File: config.mk
export PLATFORM = sky130hd
export DESIGN_NAME = next_fit_bitmap_id_allocator
export DESIGN_NICKNAME = d
export VERILOG_FILES = /design/src/design/nfa_pkg.sv /design/src/design/next_fit_bitmap_id_allocator.sv /design/src/design/nfa_ram.sv /design/src/design/nfa_pick.sv
export VERILOG_INCLUDE_DIRS = /design/src /design/src/design
export SDC_FILE = /design/constraint.sdc
export NUM_CORES = 2
export LEC_CHECK = 0
export BUFFER_PORTS_ARGS = -buffer_cell sky130_fd_sc_hd__buf_2
export CELL_PAD_IN_SITES_DETAIL_PLACEMENT = 1
export CELL_PAD_IN_SITES_GLOBAL_PLACEMENT = 1
export CORE_ASPECT_RATIO = 1.1
export CORE_MARGIN = 3
export CORE_UTILIZATION = 52
export CTS_BUF_LIST = sky130_fd_sc_hd__clkbuf_16
export CTS_CLUSTER_SIZE = 30
export DETAILED_ROUTE_END_ITERATION = 10
export GPL_ROUTABILITY_DRIVEN = 0
export PLACE_DENSITY_LB_ADDON = 0.1
export SLEW_MARGIN = 20
export SYNTH_ARGS = -nofsm -noshare
export SYNTH_HDL_FRONTEND = slang
export SYNTH_HIERARCHICAL = 1
export SYNTH_SLANG_ARGS = --single-unit
File: constraint.sdc
create_clock -name clock -period 12.2 [get_ports clock]
set_input_delay 1.83 -clock clock [delete_from_list [all_inputs] [get_ports clock]]
set_output_delay 1.83 -clock clock [all_outputs]
set_load 0.02 [all_outputs]
File: src/design/assert_macros.svh
// Assertion helpers used by the allocator design.
`ifndef ASSERT_MACROS_SVH
`define ASSERT_MACROS_SVH

// Same-cycle implication, checked outside reset.
`define ASSERT_IMPLIES(label, clk, rst, ante, cons, msg) \
   label: assert property (@(posedge clk) disable iff (rst) (ante) |-> (cons)) \
      else $error(msg);

// Next-cycle implication, checked outside reset.
`define ASSERT_NEXT(label, clk, rst, ante, cons, msg) \
   label: assert property (@(posedge clk) disable iff (rst) (ante) |=> (cons)) \
      else $error(msg);

`endif

File: src/design/nfa_pkg.sv
package nfa_pkg;

   localparam int ID_COUNT   = 1024;
   localparam int WORD_SHIFT = 5;
   localparam int WORD_BITS  = 32;
   localparam int WORD_COUNT = (ID_COUNT + WORD_BITS - 1) >> WORD_SHIFT;
   localparam int WORD_AW    = (WORD_COUNT > 1) ? $clog2(WORD_COUNT) : 1;
   localparam int SLOT_W     = WORD_AW + WORD_SHIFT;
   localparam int CNT_W      = $clog2(WORD_COUNT + 1);
   localparam int ID_W       = 28;
   localparam int TYPE_W     = 4;
   localparam int HANDLE_W   = ID_W + TYPE_W;

   // Slots that exist in the last bitmap word.
   localparam int LAST_BITS = ID_COUNT - (WORD_COUNT - 1) * WORD_BITS;
   localparam logic [WORD_BITS-1:0] LAST_MASK =
      WORD_BITS'((64'd1 << LAST_BITS) - 64'd1);

   localparam logic [1:0] STATUS_ALLOCATED = 2'd0;
   localparam logic [1:0] STATUS_FREED     = 2'd1;
   localparam logic [1:0] STATUS_FULL      = 2'd2;
   localparam logic [1:0] STATUS_IGNORED   = 2'd3;

   localparam logic ACTION_ALLOC = 1'b0;
   localparam logic ACTION_FREE  = 1'b1;

   typedef enum logic [1:0] {
      ST_IDLE,
      ST_SCAN,
      ST_FREE
   } state_type;

   typedef struct packed {
      logic                  hit;
      logic [WORD_SHIFT-1:0] bit_pos;
   } pick_type;

endpackage

File: src/design/next_fit_bitmap_id_allocator.sv
// Next-fit handle allocator over a used-bitmap of nfa_pkg::ID_COUNT slots, held
// 32 slots to a word in a one-port-read, one-port-write RAM. A request is taken
// when start is high and busy is low; its single response shows on rsp_handle
// and rsp_status for exactly one cycle with rsp_valid high, and the receiver
// cannot stall it, so capture it in that cycle. A free of handle 0 or of a slot
// beyond range answers the cycle after it is taken and never raises busy. A
// valid free reads the word, then clears the bit and writes it back. An
// allocate first reads the word holding the slot one past the last grant; the
// scan then reads one word per cycle from the RAM until a free slot turns up,
// so the worst case (full or nearly full bitmap) reads WORD_COUNT + 1 words.
// The bitmap needs no clearing pass after reset: a per-word valid flag, cleared
// by reset, makes a never-written word read as all free.
module next_fit_bitmap_id_allocator (
   input  logic                          clock,
   input  logic                          reset,
   input  logic                          start,
   output logic                          busy,
   input  logic                          req_action,
   input  logic [nfa_pkg::TYPE_W-1:0]    req_lane_type,
   input  logic [nfa_pkg::HANDLE_W-1:0]  req_request_handle,
   output logic                          rsp_valid,
   output logic [nfa_pkg::HANDLE_W-1:0]  rsp_handle,
   output logic [1:0]                    rsp_status
);

`include "assert_macros.svh"

   localparam logic [nfa_pkg::WORD_AW-1:0] LAST_WORD =
      nfa_pkg::WORD_AW'(nfa_pkg::WORD_COUNT - 1);

   nfa_pkg::state_type state_ff, state_in;

   logic [nfa_pkg::WORD_AW-1:0]    word_ff, word_in;
   logic [nfa_pkg::WORD_SHIFT-1:0] lo_bit_ff, lo_bit_in;
   logic [nfa_pkg::CNT_W-1:0]      count_ff, count_in;
   logic [nfa_pkg::TYPE_W-1:0]     type_ff, type_in;
   logic [nfa_pkg::SLOT_W-1:0]     last_ff, last_in;
   logic [nfa_pkg::WORD_COUNT-1:0] valid_ff, valid_in;

   logic                           rsp_valid_ff, rsp_valid_in;
   logic [nfa_pkg::HANDLE_W-1:0]   rsp_handle_ff, rsp_handle_in;
   logic [1:0]                     rsp_status_ff, rsp_status_in;

   // RAM port signals
   logic                            rd_en, wr_en;
   logic [nfa_pkg::WORD_AW-1:0]     rd_addr;
   logic [nfa_pkg::WORD_BITS-1:0]   rd_data, wr_data;

   logic [nfa_pkg::WORD_BITS-1:0]   word_eff;
   logic [nfa_pkg::WORD_BITS-1:0]   lim_mask, ge_mask, search_mask;
   nfa_pkg::pick_type               pick;

   logic [nfa_pkg::SLOT_W-1:0]      next_slot, free_slot, grant_slot;
   logic [nfa_pkg::ID_W-1:0]        req_id;
   logic [nfa_pkg::WORD_AW-1:0]     next_word;

   nfa_ram #(
      .WIDTH (nfa_pkg::WORD_BITS),
      .DEPTH (nfa_pkg::WORD_COUNT)
   ) u_bitmap (
      .clock   (clock),
      .wr_en   (wr_en),
      .wr_addr (word_ff),
      .wr_data (wr_data),
      .rd_en   (rd_en),
      .rd_addr (rd_addr),
      .rd_data (rd_data)
   );

   nfa_pick u_pick (
      .used_word   (word_eff),
      .search_mask (search_mask),
      .pick        (pick)
   );

   // A word never written since reset holds no used slots.
   assign word_eff = valid_ff[word_ff] ? rd_data : '0;

   // Slots past ID_COUNT in the last word count as used. The first look at
   // the start word covers the start bit and above; the closing look covers
   // the bits below it, so the last granted slot is examined last.
   always_comb begin
      lim_mask = (word_ff == LAST_WORD) ? nfa_pkg::LAST_MASK : '1;
      ge_mask = '1 << lo_bit_ff;
      if (count_ff == '0) begin
         search_mask = lim_mask & ge_mask;
      end else if (count_ff == nfa_pkg::CNT_W'(nfa_pkg::WORD_COUNT)) begin
         search_mask = lim_mask & ~ge_mask;
      end else begin
         search_mask = lim_mask;
      end
   end

   assign next_slot = (last_ff == nfa_pkg::SLOT_W'(nfa_pkg::ID_COUNT - 1)) ?
                      '0 : last_ff + nfa_pkg::SLOT_W'(1);
   assign req_id     = req_request_handle[nfa_pkg::ID_W-1:0];
   assign free_slot  = nfa_pkg::SLOT_W'(req_id - nfa_pkg::ID_W'(1));
   assign grant_slot = {word_ff, pick.bit_pos};
   assign next_word  = (word_ff == LAST_WORD) ? '0 : word_ff + nfa_pkg::WORD_AW'(1);

   always_comb begin
      state_in      = state_ff;
      word_in       = word_ff;
      lo_bit_in     = lo_bit_ff;
      count_in      = count_ff;
      type_in       = type_ff;
      last_in       = last_ff;
      valid_in      = valid_ff;
      rsp_valid_in  = 1'b0;
      rsp_handle_in = rsp_handle_ff;
      rsp_status_in = rsp_status_ff;
      rd_en         = 1'b0;
      rd_addr       = word_ff;
      wr_en         = 1'b0;
      wr_data       = word_eff;

      case (state_ff)
         nfa_pkg::ST_IDLE: begin
            if (start) begin
               type_in = req_lane_type;
               if (req_action == nfa_pkg::ACTION_ALLOC) begin
                  // Fetch the word holding the slot one past the last grant.
                  word_in   = next_slot[nfa_pkg::SLOT_W-1:nfa_pkg::WORD_SHIFT];
                  lo_bit_in = next_slot[nfa_pkg::WORD_SHIFT-1:0];
                  count_in  = '0;
                  rd_en     = 1'b1;
                  rd_addr   = word_in;
                  state_in  = nfa_pkg::ST_SCAN;
               end else if (req_id == '0 ||
                            req_id > nfa_pkg::ID_W'(nfa_pkg::ID_COUNT)) begin
                  // Out-of-range free: answer at once, touch nothing.
                  rsp_valid_in  = 1'b1;
                  rsp_handle_in = '0;
                  rsp_status_in = nfa_pkg::STATUS_IGNORED;
               end else begin
                  word_in   = free_slot[nfa_pkg::SLOT_W-1:nfa_pkg::WORD_SHIFT];
                  lo_bit_in = free_slot[nfa_pkg::WORD_SHIFT-1:0];
                  rd_en     = 1'b1;
                  rd_addr   = word_in;
                  state_in  = nfa_pkg::ST_FREE;
               end
            end
         end
         nfa_pkg::ST_SCAN: begin
            if (pick.hit) begin
               // Mark the slot used and write the word back.
               wr_en             = 1'b1;
               wr_data           = word_eff | (nfa_pkg::WORD_BITS'(1) << pick.bit_pos);
               valid_in[word_ff] = 1'b1;
               last_in           = grant_slot;
               rsp_valid_in      = 1'b1;
               rsp_handle_in     = {type_ff,
                                    nfa_pkg::ID_W'(grant_slot) + nfa_pkg::ID_W'(1)};
               rsp_status_in     = nfa_pkg::STATUS_ALLOCATED;
               state_in          = nfa_pkg::ST_IDLE;
            end else if (count_ff == nfa_pkg::CNT_W'(nfa_pkg::WORD_COUNT)) begin
               rsp_valid_in  = 1'b1;
               rsp_handle_in = '0;
               rsp_status_in = nfa_pkg::STATUS_FULL;
               state_in      = nfa_pkg::ST_IDLE;
            end else begin
               // Advance to the next word, wrapping round.
               word_in  = next_word;
               count_in = count_ff + nfa_pkg::CNT_W'(1);
               rd_en    = 1'b1;
               rd_addr  = next_word;
            end
         end
         nfa_pkg::ST_FREE: begin
            wr_en             = 1'b1;
            wr_data           = word_eff & ~(nfa_pkg::WORD_BITS'(1) << lo_bit_ff);
            valid_in[word_ff] = 1'b1;
            rsp_valid_in      = 1'b1;
            rsp_handle_in     = '0;
            rsp_status_in     = nfa_pkg::STATUS_FREED;
            state_in          = nfa_pkg::ST_IDLE;
         end
         default: begin
            state_in = nfa_pkg::ST_IDLE;
         end
      endcase
   end

   always_ff @(posedge clock) begin
      if (reset) begin
         state_ff     <= nfa_pkg::ST_IDLE;
         last_ff      <= '0;
         valid_ff     <= '0;
         rsp_valid_ff <= 1'b0;
      end else begin
         state_ff     <= state_in;
         last_ff      <= last_in;
         valid_ff     <= valid_in;
         rsp_valid_ff <= rsp_valid_in;
      end
   end

   // Payload registers: no reset.
   always_ff @(posedge clock) begin
      word_ff       <= word_in;
      lo_bit_ff     <= lo_bit_in;
      count_ff      <= count_in;
      type_ff       <= type_in;
      rsp_handle_ff <= rsp_handle_in;
      rsp_status_ff <= rsp_status_in;
   end

   assign busy       = (state_ff != nfa_pkg::ST_IDLE);
   assign rsp_valid  = rsp_valid_ff;
   assign rsp_handle = rsp_handle_ff;
   assign rsp_status = rsp_status_ff;

   // An accepted request either starts work or answers in the next cycle.
   `ASSERT_NEXT(a_accept_progress, clock, reset, start && !busy, busy || rsp_valid, "request dropped")
   // A granted handle never carries slot field zero.
   `ASSERT_IMPLIES(a_grant_nonzero, clock, reset, rsp_valid && rsp_status == nfa_pkg::STATUS_ALLOCATED, rsp_handle[nfa_pkg::ID_W-1:0] != '0, "zero grant")
   // Every other response carries handle zero.
   `ASSERT_IMPLIES(a_other_zero, clock, reset, rsp_valid && rsp_status != nfa_pkg::STATUS_ALLOCATED, rsp_handle == '0, "nonzero handle")
   // The scan never reads past the closing look at the start word.
   `ASSERT_IMPLIES(a_scan_bound, clock, reset, state_ff == nfa_pkg::ST_SCAN, count_ff <= nfa_pkg::CNT_W'(nfa_pkg::WORD_COUNT), "scan overrun")

endmodule

File: src/design/nfa_ram.sv
module nfa_ram #(
   parameter int WIDTH = 32,
   parameter int DEPTH = 32
) (
   input  logic                                     clock,
   input  logic                                     wr_en,
   input  logic [((DEPTH > 1) ? $clog2(DEPTH) : 1)-1:0] wr_addr,
   input  logic [WIDTH-1:0]                         wr_data,
   input  logic                                     rd_en,
   input  logic [((DEPTH > 1) ? $clog2(DEPTH) : 1)-1:0] rd_addr,
   output logic [WIDTH-1:0]                         rd_data
);

   logic [WIDTH-1:0] mem_ff [DEPTH];
   logic [WIDTH-1:0] rd_data_ff;

   always_ff @(posedge clock) begin
      if (wr_en) begin
         mem_ff[wr_addr] <= wr_data;
      end
      if (rd_en) begin
         rd_data_ff <= mem_ff[rd_addr];
      end
   end

   assign rd_data = rd_data_ff;

endmodule

File: src/design/nfa_pick.sv
module nfa_pick (
   input  logic [nfa_pkg::WORD_BITS-1:0] used_word,
   input  logic [nfa_pkg::WORD_BITS-1:0] search_mask,
   output nfa_pkg::pick_type             pick
);

   logic [nfa_pkg::WORD_BITS-1:0] cand;

   // Lowest free slot among the searched positions wins.
   always_comb begin
      cand = ~used_word & search_mask;
      pick.hit = |cand;
      pick.bit_pos = '0;
      for (int i = nfa_pkg::WORD_BITS - 1; i >= 0; i--) begin
         if (cand[i]) begin
            pick.bit_pos = nfa_pkg::WORD_SHIFT'(i);
         end
      end
   end

endmodule

* After elaboration in Yosys (flattened, before gate mapping)
Memories as Yosys holds them, arrays and structs flattened. A register that Yosys moved wholly into a read port is not among the register bits.
Cells that the tools add are included.
** Word-level totals
- Flip-flop bits (word level) :: 99
- Memory bits (writable) :: 1024
- Output and inout bits :: 36
- Word-level logic and storage cells :: 153
- Memories :: 1
** Cells by class
- $add $sub $neg :: 5
- Magnitude comparators :: 3
- Eq/ne operators :: 15
- Shift operators :: 3
- Mux-type cells :: 92
- Bitwise logic cells :: 7
- Reductions and logical operators :: 17
** Memory list
- u_bitmap.mem_ff :: words 32, bits a word 32, rd ports 1, clocked after memory_dff 1, write ports 1, line nfa_ram.sv:14 : logic [WIDTH-1:0] mem_ff [DEPTH];
** Operator list (count)
- 32-bit 2-to-1 mux :: 10
- 5-bit 2-to-1 mux :: 40
- 32-bit case mux with 2 select lines :: 2
- 32-bit inverter :: 3
- 32-bit case mux with 3 select lines :: 1
- 32-bit AND :: 2
- 32-bit OR :: 2
- 1-bit by 5-bit << shifter with 32-bit output (first input constant) :: 2
- 32-bit OR reduction :: 1
- 32-bit by 5-bit << shifter with 32-bit output (first input constant) :: 1
- 28-bit by 11-bit > comparator with 1-bit output (second input constant) :: 1
- 28-bit zero test :: 1
- 6-bit 2-to-1 mux :: 4
- 2-bit 2-to-1 mux :: 10
- 2-bit inequality test (second input constant) :: 8
- 1-bit 2-to-1 mux :: 15
- 6-bit case mux with 2 select lines :: 1
- 10-bit by 1-bit adder with 11-bit output (second input constant) :: 1
- 10-bit by 1-bit adder with 10-bit output (second input constant) :: 1
- 10-bit == test (second input constant) :: 1
- 10-bit 2-to-1 mux :: 1
- 5-bit case mux with 2 select lines :: 1
- 5-bit AND reduction :: 2
- 10-bit by 1-bit subtractor with 10-bit output (second input constant) :: 1
- 23 further kinds :: 30

* Logic depth before layout (Yosys ltp)
- Depth after elaboration :: 41
- Mapped depth :: 24

* Cells and area by module
The synthesis kept the hierarchy.
** Modules (own cells, without submodules)
- nfa_ram :: instances 1, cells each 2260, area each 40812.9 µm²
- next_fit_bitmap_id_allocator :: instances 1, cells each 743, area each 5915.7 µm²
- nfa_pick :: instances 1, cells each 100, area each 673.1 µm²

* Worst setup path before layout
OpenSTA, ideal clock, no wires.
- Path type :: reg2reg
- Start :: register word_ff[0] in the netlist's numbering
- End :: memory u_bitmap.mem_ff[20][0] (enable)
- Data arrival time :: 5.516 ns
- Path slack :: 6.263 ns
- Stages on the path, launching flop included :: 18
- Cells stage by stage :: dfxtp_1 -> buf_2 -> buf_2 -> mux4_2 -> a22oi_1 -> nand4_1 -> clkbuf_1 -> and2_1 -> or2b_2 -> nand4_1 -> nor3_2 -> nand3b_1 -> and2_1 -> clkbuf_1 -> o21a_1 -> or3b_2 -> clkbuf_1 -> nor2_1
** RTL lines
- from (decl) :: line next_fit_bitmap_id_allocator.sv:33 : logic [nfa_pkg::WORD_AW-1:0] word_ff, word_in;
- from (signal assigned) :: line next_fit_bitmap_id_allocator.sv:200 : word_ff <= word_in;
- to (decl) :: line nfa_ram.sv:14

==> results.cfg <==
[status]
outcome = complete, no violations

[layout]
final_util_pct = 58.3
n_antenna_cell = 0
area.sequential_sq_mm = 0.0337
syn2layout_area_growth_pct = 10.6
layout_commonest_cell = edfxtp_1
multi_input_area_sq_mm = 0.0129
drive_above_1_share_pct = 11.4
fillers = 8261
final_cell_mix = edfxtp_1, mux2i_1, nand2_1, a21oi_1, nand3_1
finalNonFillerCells = 4416
fin_nets = 3220

[setup_path]
endpoint_kind = flip-flop
cp_max_fo = 110
startpoint_type = flip-flop
cp_cell_sequence = inv_1, nor3_1, a22oi_1, nand4_1, buf_4, and2_1, nor2b_4, nor4_4, nand3b_1, nor3_2, nand3b_1, a21oi_1, nand2_1, o32ai_1, a221o_4, buf_12, buf_4, mux2i_1, a22o_1, nor3_1, a31oi_1, nand3_1
cp_slowest_cell = dfxtp_1
required_ps = 12620
worstSetupPathType = reg -> reg
max_stage_delay_ps = 790
arrival_ps = 8640

[clocking]
cts_resized = 0
root_buffer = clkbuf_16
post_cts_buffers = 0
clk_pin_slew_ps = 60
cts_buffers = 113
cts_tree = done
cts_max_path_buffers = 3
htreeDepth = 3
clock_sinks = 1138
clk_latency_ps = 720
hold_buffers = 0

[detailed_routing]
drt-total-wl_microns = 133000
drtPass1Iterations = 5
dr.first_iter.drc_count = 2493
final_antenna_net_count = 0
vias = 27900
routedWlPerCell_microns = 30.1
via_per_inst = 6.32
drc = 0

[global_route]
grt_pass1_vias = 29100
gr-total-overflow = 0
grtUsageTotal_pct = 27.9
grt_pass1_wl_microns = 194000
antenna_found_initial = 1
grt_max_degree = 129

[timing]
rsz0062_at_grt = no
min_period_ps = 8220
relSlewSlack_pct = 21.5
tightest_slew_ps = 1180
clock_skew_ps = 34.9
maxSlewViolCount = 0
period_share_pct = 67.4
hold_viol_final = 0
finalSetupViolations = 0
finalSetupTns_ps = 0
fmax_mhz = 122
holdWs_ps = 469

[synth]
yosys_warnings = 6
synthFlopType = edfxtp_1
syn_avg_cell_area_sq_um = 15.3
async_reset_ff_share_pct = 0
yosysTopAreaCell = edfxtp_1
synth_cell_type_count = 73
synthCells = 3103
ys_seq_area_share_pct = 71.0
synth_top_area_share_pct = 68.9
ys_ff_latch = 1138
synth_area_sq_mm = 0.0474
synth_edf_count = 1088
synthTopCellsByArea = edfxtp_1, mux2i_1, dfxtp_1, nand2_1, a21oi_1

[floorplanning]
die_w_microns = 294
chipHeight_microns = 323
io_pins = 76
rows = 115
start_util_pct = 52.7
dieArea_sq_mm = 0.0948
core_area_sq_mm = 0.0899

[power]
leakage_nw = 16.3
power_mw = 8.57
ir_drop_uv = 116
pwr_density_cell_mw_per_mm2 = 163

[job]
timing.max_cap.violations = 0

[place]
port_buffers = 54
place.detailed.hpwl_microns = 70000
dp.cells = 4213

[worst_hold_path]
hold_class = reg -> reg
## per-layer routing
metal / vias to the layer above / routed length, microns / part of all wire, % / global-route usage (%)
li1: 12100 / - / - / -
met1: 14700 / 54400 / 41 / 36.9
met2: 940 / 66900 / 50 / 48.3
met3: 220 / 7680 / 5.8 / 3.55
met4: 2 / 3950 / 3.0 / 9.13
met5: - / 14 / 0.011 / 0
## cells in the mapped netlist, drive strengths merged (14+ instances only)
library cell and count:
ha 20, nand2 214, inv 27, a21oi 156, xnor2 37, and3 21
and2 44, edfxtp 1088, dfxtp 50, nor2b 27, a22oi 102, xor2 14
nand3 117, clkbuf 94, a31oi 42, a32o 33, nor3 46, nor2 110
buf 108, o21ai 48, a22o 66, mux2i 512, nand2b 23
## cells by family after synthesis
logic type | share of synthesized area, %
flip-flops | 71.0
AND/OR/NAND/NOR | 6.90
multiplexers | 11.2
AO/OA/AOI/OAI | 6.83
buffers and inverters | 2.56
XOR/XNOR | 0.942
adder cells (fa/ha/maj) | 0.528
other | 0.00791
## final cells by class
| cell class | count | share of cell area, % |
|---|---|---|
| tap | 1170 | 2.79 |
| clock inverter | 88 | 1.10 |
| inverter | 27 | 0.193 |
| sequential | 1138 | 64.2 |
| timing repair buffer | 128 | 1.72 |
| clock buffer | 113 | 5.39 |
| multi-input combinational | 1752 | 24.6 |
## per-stage QoR
stage,setup WS (ps),instance area [sq um]
2_1_floorplan,6260,47500
3_3_place_gp,4210,49000
3_5_place_dp,4010,49000
4_1_cts,3980,52400
5_1_grt,3600,52400
6_report,3980,52400
## report_power, final
group	internal (mW)	switching [mW]	total [mW]
registers	4.37	0.0365	4.41
clock network	1.77	1.46	3.23
logic	0.250	0.684	0.935
total	6.39	2.18	8.57
## sequential cells by signal (all words and copies together), names as in the netlist, 4 cells and up
name,count
count_ff,6
last_ff,10
lo_bit_ff,5
rsp_handle,15
type_ff,4
u_bitmap/mem_ff,1024
u_bitmap/rd_data,32
valid_ff,32
word_ff,5
## worst paths after layout
kind / from / cells after the start / slack [ps] / to
setup / recovery: word_ff[3] / 22 / 3980 / u_bitmap/rd_data[17]
hold / removal: valid_ff[26] / 2 / 470 / valid_ff[26]
setup reg to reg: word_ff[3] / 22 / 3980 / u_bitmap/rd_data[17]
hold reg to reg: valid_ff[26] / 2 / 470 / valid_ff[26]
## critical path, delay by kind of cell (launching register included)
family	cells	cell delay (ps)
buffers and inverters	4	1940
and+or+nand+nor	11	2650
DFF	1	790
AOI/OAI and AO/OA	6	1990
muxes	1	250
No activity file was read; power rests on OpenSTA's default activity.
